## src/sli_pkg.sv

```systemverilog
// Shared types, constants and codes for the sorted list
package sli_pkg;

  localparam int CAPACITY   = 64;
  localparam int DATA_WIDTH = 32;
  localparam int IDX_W      = (CAPACITY > 1) ? $clog2(CAPACITY) : 1;
  localparam int CNT_W      = $clog2(CAPACITY + 1);

  typedef logic [DATA_WIDTH-1:0] data_t;
  typedef logic [IDX_W-1:0]      idx_t;
  typedef logic [CNT_W-1:0]      cnt_t;

  typedef enum logic [1:0] {
    FN_INSERT = 2'd0,
    FN_DELETE = 2'd1,
    FN_READ   = 2'd2,
    FN_NONE   = 2'd3
  } func_t;

  typedef enum logic [1:0] {
    ST_OK        = 2'd0,
    ST_FULL      = 2'd1,
    ST_NOT_FOUND = 2'd2,
    ST_BEYOND    = 2'd3
  } status_t;

  typedef struct packed {
    logic do_ins;
    logic do_del;
  } cell_ctl_t;

  typedef struct packed {
    logic lt;
    logic hit;
  } cell_flag_t;

endpackage

```

## src/sli_cell.sv

```systemverilog
// One list cell: holds an entry, compares it with the broadcast value, shifts
module sli_cell (
  input  logic               clk,
  input  sli_pkg::cell_ctl_t ctl,
  input  sli_pkg::data_t     val,
  input  logic               live,
  input  logic               sel,
  input  logic               left_lt,
  input  sli_pkg::data_t     left_entry,
  input  sli_pkg::data_t     right_entry,
  output sli_pkg::cell_flag_t flag,
  output sli_pkg::data_t     entry,
  output sli_pkg::data_t     rd
);
  import sli_pkg::*;

  data_t entry_r;
  data_t entry_nxt;
  logic  lt;
  logic  eq;

  assign lt       = live && ($signed(entry_r) < $signed(val));
  assign eq       = live && (entry_r == val);
  assign flag.lt  = lt;
  assign flag.hit = eq && !lt && left_lt;
  assign entry    = entry_r;
  assign rd       = (sel && live) ? entry_r : '0;

  always_comb begin
    entry_nxt = entry_r;
    if (ctl.do_ins && !lt) begin
      entry_nxt = left_lt ? val : left_entry;
    end else if (ctl.do_del && !lt && live) begin
      entry_nxt = right_entry;
    end
  end

  always_ff @(posedge clk) begin
    entry_r <= entry_nxt;
  end

endmodule

```

## config.mk

```make
export PLATFORM = sky130hd
export DESIGN_NAME = sli_cell
export DESIGN_NICKNAME = d
export VERILOG_FILES = /design/src/sli_pkg.sv /design/src/sli_cell.sv
export SDC_FILE = /design/constraint.sdc
export NUM_CORES = 1
export LEC_CHECK = 0
export BUFFER_PORTS_ARGS = -buffer_cell sky130_fd_sc_hd__clkbuf_2
export CORE_UTILIZATION = 49
export DETAILED_ROUTE_END_ITERATION = 12
export PLACE_DENSITY_LB_ADDON = 0.15
export SLEW_MARGIN = 20
export SYNTH_ARGS = -nofsm -noshare
export SYNTH_HDL_FRONTEND = slang
export SYNTH_SLANG_ARGS = --single-unit
```

## constraint.sdc

```tcl
create_clock -name clk -period 10.45 [get_ports clk]
set_input_delay 2.09 -clock clk [delete_from_list [all_inputs] [get_ports clk]]
set_output_delay 2.09 -clock clk [all_outputs]
set_load 0.05 [all_outputs]
```

Word-level counts from Yosys, hierarchy flattened
Index checks and enable logic that the tools add are counted.

Magnitude comparators: 1. Eq/ne operators: 1. Mux-type cells: 4. Reduce and logical (&&, ||, !) cells: 10.

Operator list (count): two-way mux 32 bit (4); equality test 32 bit (1); < comparator 32 bit (1); logical AND 1 bit (8); nonzero test 2 bit (1); zero test 1 bit (1).

Flip-flop bits (word level): 32. Input bits: 102. Output and inout bits: 66.

Longest topological paths before layout
Gate-level depths: netlist (run 1).

Word-level depth: 7. Gate-level depth with buffers: 10.

Worst setup path before layout (run 1)
No wires, ideal clock.

Path type: input to output. Start point: input port val[31]. End point: output port flag[0] (netlist bit). Arrival time: 4.725 ns. Required time: 8.360 ns. Path slack: 3.635 ns. Stages: 9. Buffers on the path: 0. Path through: inv_1 -> ha_1 -> nand4_2 -> nor3_2 -> nand2_1 -> or4_4 -> o211ai_2 -> mux2i_1 -> nor3_1.

RTL lines: start, declared (RTL line sli_cell.sv:5) `input sli_pkg::data_t val,`; end, declared (RTL line sli_cell.sv:11) `output sli_pkg::cell_flag_t flag,`.

==> flow_summary_export.csv, run 1 <==
group,metric,value,unit
grt,grt_pass1_vias,2448,
outcome,status,"complete, no violations",
clocking,cts.sinks,32,
hold_path,hp-class,"reg2reg",
floorplan,die_w,80.2,um
synthesis,synth-xor-area-share,0,%
cells_and_area,nFillCells,513,
critical_path,r2r-end,"entry[18]",
grt,grt_pass1_wl,11000,um
detailed_routing,ant_nets,0,
timing,hold_viol,0,
clocking,clock_latency,0.28,ns
grt,antenna_found_initial,0,
synthesis,synth_fa_ha_area_share,13.4,%
clocking,root_buffer,"clkbuf_8",
detailed_routing,via_count,2577,
run,drv_cap,0,
synthesis,synth_seq_cells,32,
synthesis,syn_inst,269,
grt,overflow,0,
cells_and_area,area_growth,29.9,%
synthesis,synth_top_family_by_area,"multiplexers",
floorplan,fp.dieArea,6440,um^2
clocking,cts.clk_slew.worst_paths,0.06,ns
synthesis,netlist_top_cells_count,"mux2_2 (34), inv_1 (33), and3_1 (32), edfxtp_1 (32), ha_1 (32)",
grt,track_usage,22.2,%
clocking,cts_max_level,2,
synthesis,synthFlopType,"edfxtp_1",
timing,slew_headroom,35.8,%
floorplan,start_util,50.7,%
detailed_routing,finalWirelength,7160,um
timing,finalClockSkew,0.00672,ns
synthesis,synth_nets,403,
power_and_ir_drop,vdd_drop_max,82.4,uV
synthesis,synthArstFlopShare,0,%
critical_path,reg2reg_depth,8,
clocking,cts-hold-fix-buffers,0,
hold_path,min_from,"entry[31]",
synthesis,synth_seq_area_share,32.0,%
power_and_ir_drop,power.total,0.000615,W
synthesis,synth_area_per_cell,11.1,um^2
timing,slew_viol_final,0,
placement,hpwl,5520,um
synthesis,synth_simple_gate_area_share,12.4,%
critical_path,arrival,4.57,ns
critical_path,r2r_start,"entry[31]",
floorplan,rows,28,
critical_path,rrSetupSlack,7.10,ns
critical_path,crit_path_start_kind,"input pin",
clocking,cts_tree,"yes",
timing,finalCritPeriodShare,63.7,%
synthesis,synth_top_area_share,32.0,%
timing,tns,0,ns
detailed_routing,drc,0,
floorplan,ios,168,
cells_and_area,drive_above_1_share,56.8,%
synthesis,synthesis.area,3000,um^2
clocking,cts_setup_buffers,0,
clocking,cts-resized-gates,0,
critical_path,crit_type,"in2out",
detailed_routing,wire_per_inst,14.3,um
timing,worstMarginPinSlew,0.961,ns
power_and_ir_drop,leakage,2.16,nW
timing,grt_setup_unrepaired,"no",
cells_and_area,finalNetCount,562,
timing,clock.fmax,150,MHz
power_and_ir_drop,power_density,158,nW/um^2
synthesis,yosysWarnings,0,
synthesis,synth.area.top_cells,"edfxtp_1 (32%), mux2_4 (15%), ha_1 (13%), mux2_2 (13%), and3_1 (6.7%)",
floorplan,dieHeight,80.2,um
critical_path,path_max_fanout,7,
synthesis,synth-edff-count,32,
grt,grt_max_degree,38,
synthesis,synth_cell_types,30,
synthesis,yosysTopAreaCell,"edfxtp_1",
detailed_routing,viasPerCell,5.14,
cells_and_area,multi_input_area,1810,um^2
cells_and_area,largest_reg_flops,32,
cells_and_area,n_antenna_cell,0,
synthesis,synth_compound_area_share,6.30,%
detailed_routing,firstDrtPassIters,4,
hold_path,hold_end,"entry[22]",
placement,gp_congestion,0.783,
timing,setup_violations,0,
clocking,cts_buffers,5,
critical_path,cp.required,8.36,ns
floorplan,coreArea,5920,um^2
synthesis,synth.mux.area_fraction,28.1,%
critical_path,end_kind,"primary output",
clocking,clockBufferDepth,2,
placement,port_buffers,167,
cells_and_area,seqCellArea,961,um^2
timing,fin_crit,6.66,ns
synthesis,yosysMostFrequentCell,"mux2_2",
detailed_routing,drt-initial-drc-count,70,
hold_path,holdPathStages,4,
==> how the worst max path moves through the flow <==
stage	from	end	depth (start not counted)
2_1_floorplan	val[31]	flag[0]	9
3_3_place_gp	val[31]	flag[1]	10
3_5_place_dp	val[31]	flag[0]	11
4_1_cts	val[31]	flag[0]	11
5_1_grt	val[31]	flag[0]	11
6_report	val[31]	flag[0]	11
==> cell type report <==
type | count | share of cell area (%)
Clock buffer | 5 | 1.77
Inverter | 33 | 3.18
Sequential cell | 32 | 24.7
Multi-Input combinational cell | 189 | 46.5
Tap cell | 75 | 2.41
Timing Repair Buffer | 167 | 21.5
==> stage by stage <==
stage	worst slack, ns	util (%)	instances	hold slack (ns)	instance area [um^2]
after floorplan	3.64	-	269	1.55	3000
after global placement	3.92	64.6	496	1.53	3830
after detailed placement	3.80	64.6	496	1.60	3830
after CTS	3.78	65.8	501	1.64	3900
after global routing	3.62	65.8	501	1.73	3900
final	3.79	65.8	501	1.61	3900
==> metal layers <==
layer	track usage (%)	routed length, um
met1	26.6	3160
met3	3.75	380
met5	0	0
met2	40.3	3530
met4	6.79	94
==> layout by cell type (no fill, tap or decap), drive strengths merged, types with 4 or more instances in the layout <==
master | netlist | routed
edfxtp | 32 | 32
inv | 33 | 33
o21ai | 4 | 4
nand2 | 8 | 8
nand4 | 7 | 7
a21oi | 16 | 16
clkbuf | 11 | 172
nand3 | 4 | 4
nor2 | 5 | 5
and3 | 32 | 32
ha | 32 | 32
mux2 | 64 | 64
==> power breakdown <==
| part | switching (W) | total [W] | internal, W |
|---|---|---|---|
| combinational | 0.000215 | 0.000331 | 0.000117 |
| sequential | 0.0000201 | 0.000198 | 0.000178 |
| clock | 0.0000422 | 0.0000850 | 0.0000429 |
==> cell families (layout without fill, tap and decap cells) <==
kind of cell | count (synthesis) | count (layout)
AND/OR/NAND/NOR | 63 | 63
adder cells (fa/ha/maj) | 32 | 32
flip-flops | 32 | 32
multiplexers | 65 | 65
buffers and inverters | 48 | 205
AO/OA/AOI/OAI | 29 | 29
==> worst max-delay path, stage by stage <==
cell and delay, ns:
clkbuf_2 0.08, inv_1 0.04, ha_1 0.38, nand4_2 0.16, nor3_2 0.23, nand2_1 0.11, or4_4 0.44, o211ai_2 0.21
mux2i_1 0.44, nor3_1 0.11, clkbuf_2 0.26
(Power assumes the default switching activity.)
==> inputs of run 2 (changes only) <==
--- a/config.mk
+++ b/config.mk
@@ -6,7 +6,7 @@
 export NUM_CORES = 1
 export LEC_CHECK = 0
 export BUFFER_PORTS_ARGS = -buffer_cell sky130_fd_sc_hd__clkbuf_2
-export CORE_UTILIZATION = 49
+export CORE_UTILIZATION = 45
 export DETAILED_ROUTE_END_ITERATION = 12
 export PLACE_DENSITY_LB_ADDON = 0.15
 export SLEW_MARGIN = 20
==> constraint.sdc (replaced) <==
create_clock -name clk -period 6.5 [get_ports clk]
set_input_delay 1.3 -clock clk [delete_from_list [all_inputs] [get_ports clk]]
set_output_delay 1.3 -clock clk [all_outputs]
set_load 0.05 [all_outputs]
==> run 2 against run 1 <==
Effect of this change:
- critical path depth is 1 lower
- sequential power is 61% higher
- flip-flop and latch count stayed put
- largest cell class unchanged
- core utilization is 4.6 points lower
- final area is 0.35% higher
==> flow_summary_export.csv, run 2 (synthesized netlist as in run 1, its figures left out) <==
group,metric,value,unit
timing,hold_viol,0,
grt,grt_pass1_wl,11900,um
floorplan,fp.dieArea,6990,um^2
critical_path,path_delay_family,"simple AND/OR/NAND/NOR gates",
critical_path,slowest_stage,"or4_4",
detailed_routing,viasPerCell,5.18,
cells_and_area,mostFrequentLayoutCells,"clkbuf_2 (167), mux2_2 (34), inv_1 (33)",
critical_path,reg2reg_depth,8,
clocking,cts_buffers,5,
critical_path,r2r-end,"entry[19]",
critical_path,cp_num_cells,10,
detailed_routing,drt-initial-drc-count,101,
floorplan,dieHeight,83.6,um
power_and_ir_drop,switching_share,45.1,%
timing,finalCritPeriodShare,77.1,%
grt,grt_max_degree,38,
hold_path,min_from,"right_entry[28]",
cells_and_area,nFillCells,582,
timing,setup_violations,0,
clocking,cts-resized-gates,0,
clocking,clock_latency,0.28,ns
critical_path,path_cells,"clkbuf_2 -> inv_1 -> ha_1 -> nand4_2 -> nor3_2 -> nand2_1 -> or4_4 -> o211ai_2 -> mux2i_1 -> clkbuf_2",
cells_and_area,seqCellArea,961,um^2
power_and_ir_drop,power_switching,0.000451,W
critical_path,crit_type,"in2out",
clocking,clockBufferDepth,2,
hold_path,hold_end,"entry[28]",
grt,overflow,0,
critical_path,crit_path_start_kind,"input pin",
detailed_routing,drc,0,
timing,grt_setup_unrepaired,"no",
critical_path,cpMostUsedCell,"clkbuf_2",
power_and_ir_drop,leakage,2.16,nW
timing,clock.fmax,199,MHz
placement,post-place-ws,1.46,ns
critical_path,arrival,3.71,ns
cells_and_area,largest_reg_flops,32,
floorplan,rows,29,
placement,gp_congestion,0.753,
detailed_routing,finalWirelength,7380,um
power_and_ir_drop,power_density,256,nW/um^2
critical_path,rrSetupSlack,3.18,ns
floorplan,die_w,83.6,um
outcome,status,"complete, no violations",
cells_and_area,area_growth,30.4,%
power_and_ir_drop,p_int,0.000548,W
power_and_ir_drop,power_frac_seq,31.8,%
power_and_ir_drop,p_clk_share,14.9,%
cells_and_area,drive_above_1_share,56.4,%
cells_and_area,layout_commonest_cell,"clkbuf_2",
timing,tns,0,ns
timing,fin_crit,5.01,ns
cells_and_area,finalNetCount,562,
clocking,cts.clk_slew.worst_paths,0.07,ns
run,drv_cap,0,
clocking,cts_tree,"yes",
clocking,cts_setup_buffers,0,
critical_path,cp.buffers_inverters,3,
clocking,cts-hold-fix-buffers,0,
hold_path,hp-class,"in2reg",
timing,slew_headroom,35.3,%
critical_path,r2r_start,"entry[31]",
detailed_routing,firstDrtPassIters,4,
detailed_routing,via_count,2619,
hold_path,holdPathStages,2,
timing,worstMarginPinSlew,0.968,ns
timing,finalClockSkew,0.00806,ns
clocking,cts_max_level,2,
cells_and_area,n_antenna_cell,0,
grt,grt_pass1_vias,2561,
critical_path,cp.required,5.20,ns
timing,setup_ws,1.49,ns
timing,slew_viol_final,0,
placement,hpwl,5630,um
placement,port_buffers,167,
floorplan,start_util,47.0,%
grt,antenna_found_initial,0,
critical_path,path_max_fanout,7,
power_and_ir_drop,vdd_drop_max,134,uV
power_and_ir_drop,p_comb_share,53.3,%
grt,track_usage,21.3,%
critical_path,end_kind,"primary output",
cells_and_area,multi_input_area,1810,um^2
detailed_routing,ant_nets,0,
floorplan,ios,168,
clocking,cts.sinks,32,
floorplan,coreArea,6390,um^2
critical_path,critPathMaxStageDelay,0.44,ns
clocking,root_buffer,"clkbuf_8",
detailed_routing,wire_per_inst,14.6,um
## run 2: worst register-to-register path, cell delays in order, from the launching register on
cell      delay [ns]
edfxtp_1        0.42
ha_1            0.41
nand4_2         0.16
nor3_2          0.23
nand2_1         0.10
or4_4           0.44
o211ai_2        0.21
mux2i_1         0.18
nor2_4          0.79
## run 2: cell type report
class,instances,area share (%)
inverter,33,3.17
tap,77,2.46
timing repair buffer,167,21.4
multi-input combinational,189,46.4
sequential,32,24.6
clock inverter,1,0.0960
clock buffer,7,1.95
## run 2: power by group through the flow
stage | sequential [W] | clock [W] | combinational, W
4_1_cts | 0.000318 | 0.000154 | 0.000540
6_report | 0.000318 | 0.000149 | 0.000532
5_1_grt | 0.000323 | 0.000161 | 0.000573
2_1_floorplan | 0.000449 | 0 | 0.000294
3_5_place_dp | 0.000323 | 0 | 0.000537
3_3_place_gp | 0.000321 | 0 | 0.000530
## run 2: through the flow
stage	instance area, um^2	hold WS, ns	util, %	power, W	cells
5_1_grt	3910	1.30	61.2	0.00106	506
3_5_place_dp	3830	1.57	60.0	0.000860	498
4_1_cts	3910	1.30	61.2	0.00101	506
2_1_floorplan	3000	1.52	-	0.000742	269
6_report	3910	1.31	61.2	0.000999	506
3_3_place_gp	3830	1.54	60.0	0.000851	498
## run 2: worst max-delay path by stage
stage	startpoint	endpoint
2_1_floorplan	val[31]	flag[0]
3_3_place_gp	val[31]	flag[1]
3_5_place_dp	val[31]	flag[1]
4_1_cts	val[31]	flag[1]
5_1_grt	val[31]	flag[0]
6_report	val[31]	flag[1]
## run 2: layer usage
metal | track usage, % | wire [um]
met1 | 25.9 | 3240
met2 | 38.4 | 3710
met3 | 4.45 | 393
met4 | 5.08 | 31
met5 | 0 | 0
==> inputs of run 3 (changes only) <==
==> constraint.sdc (replaced) <==
create_clock -name clk -period 4.7 [get_ports clk]
set_input_delay 0.94 -clock clk [delete_from_list [all_inputs] [get_ports clk]]
set_output_delay 0.94 -clock clk [all_outputs]
set_load 0.05 [all_outputs]
==> run 3 against run 2 <==
Effect of this change:
- sequential power is 38% higher
- die area stayed put
- count of clock-buffer cells in the layout unchanged
- critical path type unchanged
- critical endpoint unchanged
==> flow_summary_export.csv, run 3 (synthesized netlist as in run 1, its figures left out) <==
group,metric,value,unit
timing,finalCritPeriodShare,91.6,%
outcome,status,"complete, no violations",
timing,grt_setup_unrepaired,"no",
grt,antenna_found_initial,0,
cells_and_area,n_antenna_cell,0,
hold_path,hp-class,"in2reg",
critical_path,rrSetupSlack,1.42,ns
floorplan,dieHeight,83.6,um
floorplan,fp.dieArea,6990,um^2
timing,worstMarginPinSlew,0.645,ns
grt,grt_pass1_vias,2561,
cells_and_area,mostFrequentLayoutCells,"clkbuf_2 (167), mux2_2 (34), inv_1 (33)",
grt,grt_max_degree,38,
timing,tns,0,ns
timing,fin_crit,4.31,ns
critical_path,path_cells,"clkbuf_2 -> inv_1 -> ha_1 -> nand4_2 -> nor3_2 -> nand2_1 -> or4_4 -> o211ai_2 -> mux2i_1 -> clkbuf_2",
clocking,cts_tree,"yes",
floorplan,ios,168,
detailed_routing,viasPerCell,5.13,
floorplan,die_w,83.6,um
power_and_ir_drop,leakage,2.18,nW
cells_and_area,drive_above_1_share,56.7,%
timing,holdWs,0.953,ns
placement,gp_congestion,0.751,
cells_and_area,area_growth,31.1,%
grt,grt_pass1_wl,12000,um
critical_path,path_max_fanout,7,
power_and_ir_drop,vdd_drop_max,197,uV
detailed_routing,ant_nets,0,
clocking,root_buffer,"clkbuf_8",
critical_path,cpMostUsedCell,"clkbuf_2",
clocking,cts.sinks,32,
placement,place_area,3850,um^2
clocking,cts_max_level,2,
clocking,cts-hold-fix-buffers,0,
cells_and_area,finalNetCount,565,
detailed_routing,finalWirelength,7280,um
critical_path,slowest_stage,"or4_4",
power_and_ir_drop,power_density,353,nW/um^2
detailed_routing,firstDrtPassIters,4,
grt,overflow,0,
placement,port_buffers,167,
detailed_routing,via_count,2613,
clocking,cts-resized-gates,0,
cells_and_area,final_util,61.6,%
cells_and_area,stdcell_area,3930,um^2
cells_and_area,fin_cells,509,
placement,dp_cells,501,
clocking,cts_setup_buffers,0,
timing,slew_headroom,57.0,%
timing,hold_viol,0,
floorplan,rows,29,
critical_path,critPathMaxStageDelay,0.44,ns
grt,track_usage,21.4,%
detailed_routing,drc,0,
timing,slew_viol_final,0,
critical_path,arrival,3.37,ns
clocking,cts.clk_slew.worst_paths,0.07,ns
detailed_routing,drt-initial-drc-count,75,
cells_and_area,layout_commonest_cell,"clkbuf_2",
run,drv_cap,0,
timing,setup_violations,0,
critical_path,crit_type,"in2out",
cells_and_area,largest_reg_flops,32,
floorplan,coreArea,6390,um^2
placement,hpwl,5710,um
floorplan,start_util,47.0,%
critical_path,end_kind,"primary output",
critical_path,cp.required,3.76,ns
detailed_routing,wire_per_inst,14.3,um
clocking,clockBufferDepth,2,
critical_path,crit_path_start_kind,"input pin",
timing,clock.fmax,232,MHz
clocking,cts_buffers,5,
clocking,clock_latency,0.28,ns
timing,finalClockSkew,0.00793,ns
[run 3: cell types whose count changed in the layout (fill, tap and decap cells not counted)]
cell   change
buf_4      +3
[run 3: layout make-up]
| class | count | area, um^2 |
|---|---|---|
| clock buffer | 7 | 76.3 |
| clock inverter | 1 | 3.75 |
| fill | 565 | 2450 |
| inverter | 33 | 124 |
| multi-input combinational | 189 | 1810 |
| sequential | 32 | 961 |
| tap | 77 | 96.3 |
| timing repair buffer | 170 | 858 |
[run 3: per-layer routing]
layer	GRT usage, %	vias to the layer above	part of all wire, %
li1	-	1309	-
met1	26.8	1198	44
met2	37.3	99	49
met3	3.86	7	6.0
met4	6.32	0	1.2
met5	0	-	0
[run 3: report_power, final]
part | leakage [nW] | switching, W | internal, W | total (W)
combinational | 1.83 | 0.000479 | 0.000264 | 0.000742
sequential | 0.312 | 0.0000435 | 0.000395 | 0.000439
clock | 0.0399 | 0.000103 | 0.000103 | 0.000206
total | 2.18 | 0.000625 | 0.000762 | 0.00139
[run 3: metrics by stage]
step           total power, W  worst slack, ns
5_1_grt               0.00147            0.162
2_1_floorplan         0.00103            0.185
3_5_place_dp          0.00119            0.369
4_1_cts               0.00140            0.367
6_report              0.00139            0.394
3_3_place_gp          0.00118            0.467
[run 3: final timing paths]
| check | start | endpoint | cells past startpoint |
|---|---|---|---|
| max reg2reg | entry[31] | entry[4] | 9 |
| max | val[31] | flag[1] | 10 |
| min reg2reg | entry[31] | entry[29] | 4 |
| min | right_entry[24] | entry[24] | 2 |
[run 3: worst max-delay path: cells and delay by family]
| kind | cells | cell delay, ns |
|---|---|---|
| buf+inv | 3 | 0.49 |
| mux | 1 | 0.40 |
| compound gates | 1 | 0.22 |
| fa+ha+maj | 1 | 0.39 |
| simple gates | 4 | 0.92 |
